File: src/hdl/dts_pkg.sv
// Shared types and constants for the descending tagged sorter.
`timescale 1ns / 1ps
package dts_pkg;

  localparam int unsigned CAPACITY = 16;
  localparam int unsigned VALUE_W  = 32;
  localparam int unsigned TAG_W    = 8;

  typedef enum logic {
    ST_LOAD,
    ST_DRAIN
  } state_e;

  typedef struct packed {
    logic insert;
    logic shift;
  } cell_ctrl_t;

  typedef struct packed {
    logic                      valid;
    logic signed [VALUE_W-1:0] value;
    logic        [TAG_W-1:0]   tag;
  } slot_t;

endpackage

File: src/hdl/descending_tagged_sorter_unit.sv
// Top level of the descending tagged sorter: insertion chain plus sequencer.
//
// Loads up to CAPACITY (16) value/tag beats, one per cycle, each inserted as it is
// accepted into a chain of cells that keeps the set ordered highest value
// first; equal values keep arrival order. The beat marked final_item_i starts
// the drain: the chain shifts toward cell 0 and one result leaves per cycle
// while out_ready_i is high, the last one flagged with run_end_o. Input is held
// off (in_ready_o low) during the drain. Beats arriving with the chain full
// are dropped and overflowed_o is high on every result of that set.
`timescale 1ns / 1ps
module descending_tagged_sorter_unit (
  input  logic                               clk_i,
  input  logic                               rst_ni,
  input  logic                               in_valid_i,
  output logic                               in_ready_o,
  input  logic signed [dts_pkg::VALUE_W-1:0] sale_cents_i,
  input  logic        [dts_pkg::TAG_W-1:0]   tag_i,
  input  logic                               final_item_i,
  output logic                               out_valid_o,
  input  logic                               out_ready_i,
  output logic signed [dts_pkg::VALUE_W-1:0] sorted_cents_o,
  output logic        [dts_pkg::TAG_W-1:0]   sorted_tag_o,
  output logic                               run_end_o,
  output logic                               overflowed_o
);
  import dts_pkg::*;

  cell_ctrl_t cell_ctrl;
  slot_t      slot   [CAPACITY];
  logic       keep   [CAPACITY];
  slot_t      empty_slot;
  logic       full;

  assign empty_slot.valid = 1'b0;
  assign empty_slot.value = '0;
  assign empty_slot.tag   = '0;

  for (genvar i = 0; i < CAPACITY; i++) begin : g_cell
    slot_t prev_slot, next_slot;
    logic  prev_keep;

    if (i == 0) begin : g_head
      assign prev_slot = empty_slot;
      assign prev_keep = 1'b1;
    end else begin : g_body
      assign prev_slot = slot[i-1];
      assign prev_keep = keep[i-1];
    end

    if (i == CAPACITY - 1) begin : g_tail
      assign next_slot = empty_slot;
    end else begin : g_inner
      assign next_slot = slot[i+1];
    end

    dts_cell u_cell (
      .clk_i      (clk_i),
      .rst_ni     (rst_ni),
      .ctrl_i     (cell_ctrl),
      .new_value_i(sale_cents_i),
      .new_tag_i  (tag_i),
      .prev_slot_i(prev_slot),
      .prev_keep_i(prev_keep),
      .next_slot_i(next_slot),
      .slot_o     (slot[i]),
      .keep_o     (keep[i])
    );
  end

  assign full      = slot[CAPACITY-1].valid;
  assign run_end_o = slot[0].valid && !slot[1].valid;

  dts_ctrl u_ctrl (
    .clk_i       (clk_i),
    .rst_ni      (rst_ni),
    .in_valid_i  (in_valid_i),
    .final_item_i(final_item_i),
    .full_i      (full),
    .out_ready_i (out_ready_i),
    .run_end_i   (run_end_o),
    .in_ready_o  (in_ready_o),
    .out_valid_o (out_valid_o),
    .overflow_o  (overflowed_o),
    .ctrl_o      (cell_ctrl)
  );

  assign sorted_cents_o = slot[0].value;
  assign sorted_tag_o   = slot[0].tag;

endmodule

File: src/hdl/dts_cell.sv
// One slot of the insertion chain: holds a value/tag pair, takes new, left or right data.
`timescale 1ns / 1ps
module dts_cell (
  input  logic                              clk_i,
  input  logic                              rst_ni,
  input  dts_pkg::cell_ctrl_t               ctrl_i,
  input  logic signed [dts_pkg::VALUE_W-1:0] new_value_i,
  input  logic        [dts_pkg::TAG_W-1:0]   new_tag_i,
  input  dts_pkg::slot_t                    prev_slot_i,
  input  logic                              prev_keep_i,
  input  dts_pkg::slot_t                    next_slot_i,
  output dts_pkg::slot_t                    slot_o,
  output logic                              keep_o
);
  import dts_pkg::*;

  logic                      valid_q, valid_d;
  logic signed [VALUE_W-1:0] value_q, value_d;
  logic        [TAG_W-1:0]   tag_q, tag_d;

  // keep: stored pair ranks ahead of (or ties with) the incoming one
  assign keep_o = valid_q && (value_q >= new_value_i);

  always_comb begin
    valid_d = valid_q;
    value_d = value_q;
    tag_d   = tag_q;
    if (ctrl_i.insert) begin
      if (!keep_o) begin
        if (prev_keep_i) begin
          valid_d = 1'b1;
          value_d = new_value_i;
          tag_d   = new_tag_i;
        end else begin
          valid_d = prev_slot_i.valid;
          value_d = prev_slot_i.value;
          tag_d   = prev_slot_i.tag;
        end
      end
    end else if (ctrl_i.shift) begin
      valid_d = next_slot_i.valid;
      value_d = next_slot_i.value;
      tag_d   = next_slot_i.tag;
    end
  end

  always_ff @(posedge clk_i or negedge rst_ni) begin
    if (!rst_ni) begin
      valid_q <= 1'b0;
    end else begin
      valid_q <= valid_d;
    end
  end

  always_ff @(posedge clk_i) begin
    value_q <= value_d;
    tag_q   <= tag_d;
  end

  assign slot_o.valid = valid_q;
  assign slot_o.value = value_q;
  assign slot_o.tag   = tag_q;

endmodule

File: src/hdl/dts_ctrl.sv
// Load/drain sequencer and overflow flag for the sorter chain.
`timescale 1ns / 1ps
module dts_ctrl (
  input  logic                clk_i,
  input  logic                rst_ni,
  input  logic                in_valid_i,
  input  logic                final_item_i,
  input  logic                full_i,
  input  logic                out_ready_i,
  input  logic                run_end_i,
  output logic                in_ready_o,
  output logic                out_valid_o,
  output logic                overflow_o,
  output dts_pkg::cell_ctrl_t ctrl_o
);
  import dts_pkg::*;

  state_e state_q, state_d;
  logic   overflow_q, overflow_d;
  logic   in_fire, out_fire;

  assign in_fire  = in_valid_i && in_ready_o;
  assign out_fire = out_valid_o && out_ready_i;

  always_comb begin
    state_d = state_q;
    case (state_q)
      ST_LOAD: begin
        if (in_fire && final_item_i) state_d = ST_DRAIN;
      end
      ST_DRAIN: begin
        if (out_fire && run_end_i) state_d = ST_LOAD;
      end
      default: state_d = ST_LOAD;
    endcase
  end

  always_comb begin
    in_ready_o  = 1'b0;
    out_valid_o = 1'b0;
    case (state_q)
      ST_LOAD:  in_ready_o  = 1'b1;
      ST_DRAIN: out_valid_o = 1'b1;
      default: begin
        in_ready_o  = 1'b0;
        out_valid_o = 1'b0;
      end
    endcase
  end

  assign ctrl_o.insert = in_fire && !full_i;
  assign ctrl_o.shift  = out_fire;

  always_comb begin
    overflow_d = overflow_q;
    if (in_fire && full_i) overflow_d = 1'b1;
    else if (out_fire && run_end_i) overflow_d = 1'b0;
  end

  always_ff @(posedge clk_i or negedge rst_ni) begin
    if (!rst_ni) begin
      state_q    <= ST_LOAD;
      overflow_q <= 1'b0;
    end else begin
      state_q    <= state_d;
      overflow_q <= overflow_d;
    end
  end

  assign overflow_o = overflow_q;

endmodule

File: config.mk
export PLATFORM = sky130hd
export DESIGN_NAME = descending_tagged_sorter_unit
export DESIGN_NICKNAME = d
export VERILOG_FILES = /design/src/hdl/dts_pkg.sv /design/src/hdl/descending_tagged_sorter_unit.sv /design/src/hdl/dts_cell.sv /design/src/hdl/dts_ctrl.sv
export SDC_FILE = /design/constraint.sdc
export NUM_CORES = 2
export LEC_CHECK = 0
export ABC_AREA = 1
export BUFFER_PORTS_ARGS = -buffer_cell sky130_fd_sc_hd__buf_4
export CAP_MARGIN = 20
export CORE_UTILIZATION = 45
export CTS_CLUSTER_SIZE = 14
export DETAILED_ROUTE_END_ITERATION = 10
export GPL_TIMING_DRIVEN = 1
export PLACE_DENSITY = 0.65
export SLEW_MARGIN = 0
export SYNTH_ARGS = -nofsm -noshare
export SYNTH_HDL_FRONTEND = slang
export SYNTH_SLANG_ARGS = --single-unit
File: constraint.sdc
create_clock -name clk_i -period 3.4 [get_ports clk_i]
set_input_delay 0.68 -clock clk_i [delete_from_list [all_inputs] [get_ports clk_i]]
set_output_delay 0.68 -clock clk_i [all_outputs]
set_load 0.05 [all_outputs]
==> out/results.md <==
• **worst setup margin** 0.374 ns
• **post-route cell area** 52800 um^2
• **path category of the worst min-delay check** in2reg
• **diode insertion count for antenna repair** 0
• **post-layout utilization of the core** 51.6%
• **Setup TNS Final** 0 ns
• **clock insertion delay at the later pin of the skew report** 0.66 ns
• **count of cell types in the netlist** 33
• **Core Box Area** 102000 um^2
• **DRC marker count from the first detailed-route iteration** 3263
• **number of buffers inserted by post-CTS setup repair** 0
• **final routed DRC violation total** 0
• **sequential power share** 35.4%
• **number of pins exceeding their max-slew limit in the final report** 0
• **GRT Resource Usage Total** 24.3%
• **Buf+Inv Stages, Crit Path** 1
• **final routed wire length divided by cell count** 16.3 um
• **origin of the critical flop-to-flop path** g_cell[0].u_cell.value_q[31]$_DFFE_PP_
• **instance area after placement** 50300 um^2
• **cell row count** 117
• **worst slew slack as a fraction of its limit** 40.9%
• **end of the worst register-to-register path** g_cell[1].u_cell.tag_q[2]$_DFFE_PP_
• **growth of design area from synthesis to finish** 12.9%
• **starting density of the core** 45.7%
• **post_cts resized** 0
• **count of nets left with antenna violations after detail routing** 0
• **overall overflow remaining after global route** 0
• **final hold violation count** 0
• **combinational share of power** 49.4%
• **clock tree from TritonCTS** yes
• **Data required, critical path** 3.82 ns
• **Setup Viol. Count Final** 0
• **cells on worst reg2reg path** 15
• **area occupied by multi-input gates** 23000 um^2
• **Final Wtd Congestion** 0.889
• **clk root buf** sky130_fd_sc_hd__clkbuf_16
• **routed wire length** 129000 um
• **arrival time of data at the critical path endpoint** 3.44 ns
• **initial antenna violation count** 0
• **global-route wire length before repair** 204000 um
• **hold-fix buffer count after cts** 1
• **CP endpoint kind** flip-flop
• **origin of the worst setup path** g_cell[0].u_cell.value_q[31]$_DFFE_PP_
• **final worst path period share** 89.0%
• **Setup WS pre-CTS** -0.140 ns
• **PortBufs** 88
• **number of synthesized register bits** 658
• **pwr dens** 1030 nW/um^2
• **CP peak stage delay** 0.49 ns
• **delay-heaviest family, CP** simple AND/OR/NAND/NOR gates
• **Nets** 6974
• **Gate Count Post-Synth** 6371
• **number of buffers added by the clock tree synthesis step** 76
• **share of power burned in the clock network** 15.2%
• **vias in the first global route** 37441
• **nets in the synthesized netlist** 6896
• **maximum frequency from static timing analysis** 330 MHz
• **count of H-tree levels built during CTS** 3
• **Pleak** 30.1 nW
• **logic depth of the worst setup path including buffers** 15
• **power consumption** 54.2 mW
• **DIE HEIGHT** 324 um
• **cell-by-cell listing of the critical path** ha_1 > nand2_1 > nor2_1 > nand2_1 > nor4_2 > nand2_1 > nand2_1 > nand2_1 > nand3_1 > nand2_2 > nand2_2 > buf_12 > nand2_1 > nand2_1 > nand2_1
• **outcome** finished clean
• **last element of the critical path** g_cell[1].u_cell.tag_q[2]$_DFFE_PP_
• **library cell with the largest summed area after synthesis** sky130_fd_sc_hd__edfxtp_1
• **pin count of the biggest net entering global routing** 181
• **Max Root-Sink Buffers** 3
• **clock tree sinks** 658
• **Reg clk slew, reported paths** 0.06 ns
• **Cell Int Power** 30.2 mW
• **fraction of layout instances using a drive strength above 1** 6.28%
• **cell occurring most often along the worst timing path** sky130_fd_sc_hd__nand2_1
• **max-cap violation count** 0
• **register-to-register path setup slack** 0.37 ns
• **setup repair after global routing missed its margin** no
• **net switching power** 24.0 mW
• **critical path start-end classification** reg2reg
• **worst-path fanout max** 23
• **library cell contributing the largest single delay on the critical path** sky130_fd_sc_hd__edfxtp_1
• **Vias** 39131
• **overall die width** 324 um
• **most area-consuming cells after synthesis** sky130_fd_sc_hd__edfxtp_1 41%, sky130_fd_sc_hd__nand2_1 28%, sky130_fd_sc_hd__ha_1 13%, sky130_fd_sc_hd__inv_1 6.0%, sky130_fd_sc_hd__a21oi_1 2.7%
• **First-pass DRT Iterations** 6
• **cell area after technology mapping** 46700 um^2
• **Switching Fraction** 44.3%
• **time the final worst path needs with I/O delays and setup** 3.03 ns
• **io pins** 89
• **share of synthesized area occupied by flip-flops and latches** 42.1%
• **HPWL reported at the end of detailed placement** 94200 um
• **IR Drop Worst-Case VDD** 0.000888 V
• **routed via count divided by cell count** 4.97
• **top cell type's share of synthesized area** 41.1%
• **fill cell count** 9798
• **launching element type of the critical path** flip-flop
• **Setup Skew** 0.0265 ns
• **area used by sequential logic in the layout** 19700 um^2
• **Die Area** 105000 um^2
• **synth warn** 0
• **Avg Synthesized Cell Area** 7.33 um^2
• **actual slew at the worst max-slew pin** 0.887 ns
## logic make-up (layout without fill, tap and decap cells)
| kind of cell | Yosys count | after routing | synth area share [%] |
|---|---|---|---|
| AOI/OAI and AO/OA | 383 | 383 | 4.38 |
| adders and majority gates | 480 | 480 | 12.9 |
| buffers and inverters | 996 | 1135 | 8.80 |
| DFF | 658 | 658 | 42.1 |
| and+or+nand+nor | 3854 | 3854 | 31.9 |
## synthesized netlist by cell type, drive strengths merged
cell    number
edfxtp     640
ha         480
nor3         5
o22ai        3
nor2       179
nor4         5
o21ai       82
inv        745
o21a        29
a21oi      248
nor3b        1
nand3      106
buf        131
o21bai       3
clkbuf     120
dfrtp       18
nand3b       2
nand2     3516
nand4       39
and3         1
a21o        18
## tightest hold or removal path, cell delays in order
cell                      delay, ns
sky130_fd_sc_hd__buf_4         0.08
sky130_fd_sc_hd__nand3_1       0.06
sky130_fd_sc_hd__o21ai_0       0.07
## final cells by class
type	count	share of cell area (%)
clock buffer	102	3.81
timing repair buffer	251	5.97
clock inverter	37	0.783
sequential	658	37.3
inverter	745	5.32
multi-input combinational	4717	43.6
tap	1368	3.24
## power by group through the flow
stage / clock (mW) / sequential [mW] / combinational [mW]
4_1_cts: 8.40 / 19.1 / 26.8
2_1_floorplan: 0 / 19.0 / 18.4
6_report: 8.25 / 19.2 / 26.8
3_3_place_gp: 0 / 19.1 / 25.9
3_5_place_dp: 0 / 19.2 / 26.6
5_1_grt: 8.68 / 19.7 / 30.6
## worst min-delay path by stage
stage / depth (start not counted) / to / startpoint
3_3_place_gp: 2 / g_cell[14].u_cell.value_q[19]$_DFFE_PP_ / g_cell[15].u_cell.value_q[19]$_SDFFCE_PN0P_
4_1_cts: 3 / u_ctrl.state_q$_DFF_PN0_ / final_item_i
6_report: 3 / u_ctrl.state_q$_DFF_PN0_ / final_item_i
2_1_floorplan: 0 / g_cell[0].u_cell.valid_q$_DFFE_PN0P_ / rst_ni
5_1_grt: 3 / u_ctrl.state_q$_DFF_PN0_ / final_item_i
3_5_place_dp: 2 / g_cell[14].u_cell.value_q[17]$_DFFE_PP_ / g_cell[15].u_cell.value_q[17]$_SDFFCE_PN0P_
## registers in the layout (all words and copies together) (netlist names)
register	count
g_cell.u_cell.valid_q	16
u_ctrl.state_q	1
g_cell.u_cell.value_q	512
g_cell.u_cell.tag_q	128
u_ctrl.overflow_o	1
## per-layer routing
| metal | up-vias | GRT usage (%) | wire [um] |
|---|---|---|---|
| met5 | - | 0 | 0 |
| met4 | 0 | 6.43 | 2710 |
| met3 | 155 | 2.66 | 7920 |
| met2 | 1169 | 39.8 | 58800 |
| met1 | 17659 | 34.0 | 59300 |
| li1 | 20148 | - | - |
## cell usage in the layout (no fill, tap or decap), types with 17 or more instances in the layout
| cell type | synthesis | routed |
|---|---|---|
| sky130_fd_sc_hd__o21ai_0 | 79 | 79 |
| sky130_fd_sc_hd__o21a_1 | 29 | 29 |
| sky130_fd_sc_hd__ha_1 | 480 | 480 |
| sky130_fd_sc_hd__buf_12 | 0 | 101 |
| sky130_fd_sc_hd__nand2_2 | 19 | 34 |
| sky130_fd_sc_hd__inv_1 | 741 | 740 |
| sky130_fd_sc_hd__nand2_1 | 3493 | 3478 |
| sky130_fd_sc_hd__nand3_1 | 103 | 103 |
| sky130_fd_sc_hd__clkbuf_16 | 0 | 76 |
| sky130_fd_sc_hd__nand4_1 | 39 | 39 |
| sky130_fd_sc_hd__clkbuf_1 | 120 | 25 |
| sky130_fd_sc_hd__buf_4 | 24 | 149 |
| sky130_fd_sc_hd__a21oi_1 | 248 | 248 |
| sky130_fd_sc_hd__dfrtp_1 | 18 | 17 |
| sky130_fd_sc_hd__edfxtp_1 | 640 | 640 |
| sky130_fd_sc_hd__a21o_1 | 18 | 18 |
| sky130_fd_sc_hd__nor2_1 | 172 | 171 |
## per-stage QoR
| step | hold slack (ns) | std cells |
|---|---|---|
| 3_5_place_dp | 0.503 | 7738 |
| 5_1_grt | 0.276 | 7878 |
| 4_1_cts | 0.240 | 7878 |
| 3_3_place_gp | 0.498 | 7738 |
| 2_1_floorplan | 0.384 | 6371 |
| 6_report | 0.265 | 7878 |
No activity file was read; power rests on OpenSTA's default activity.
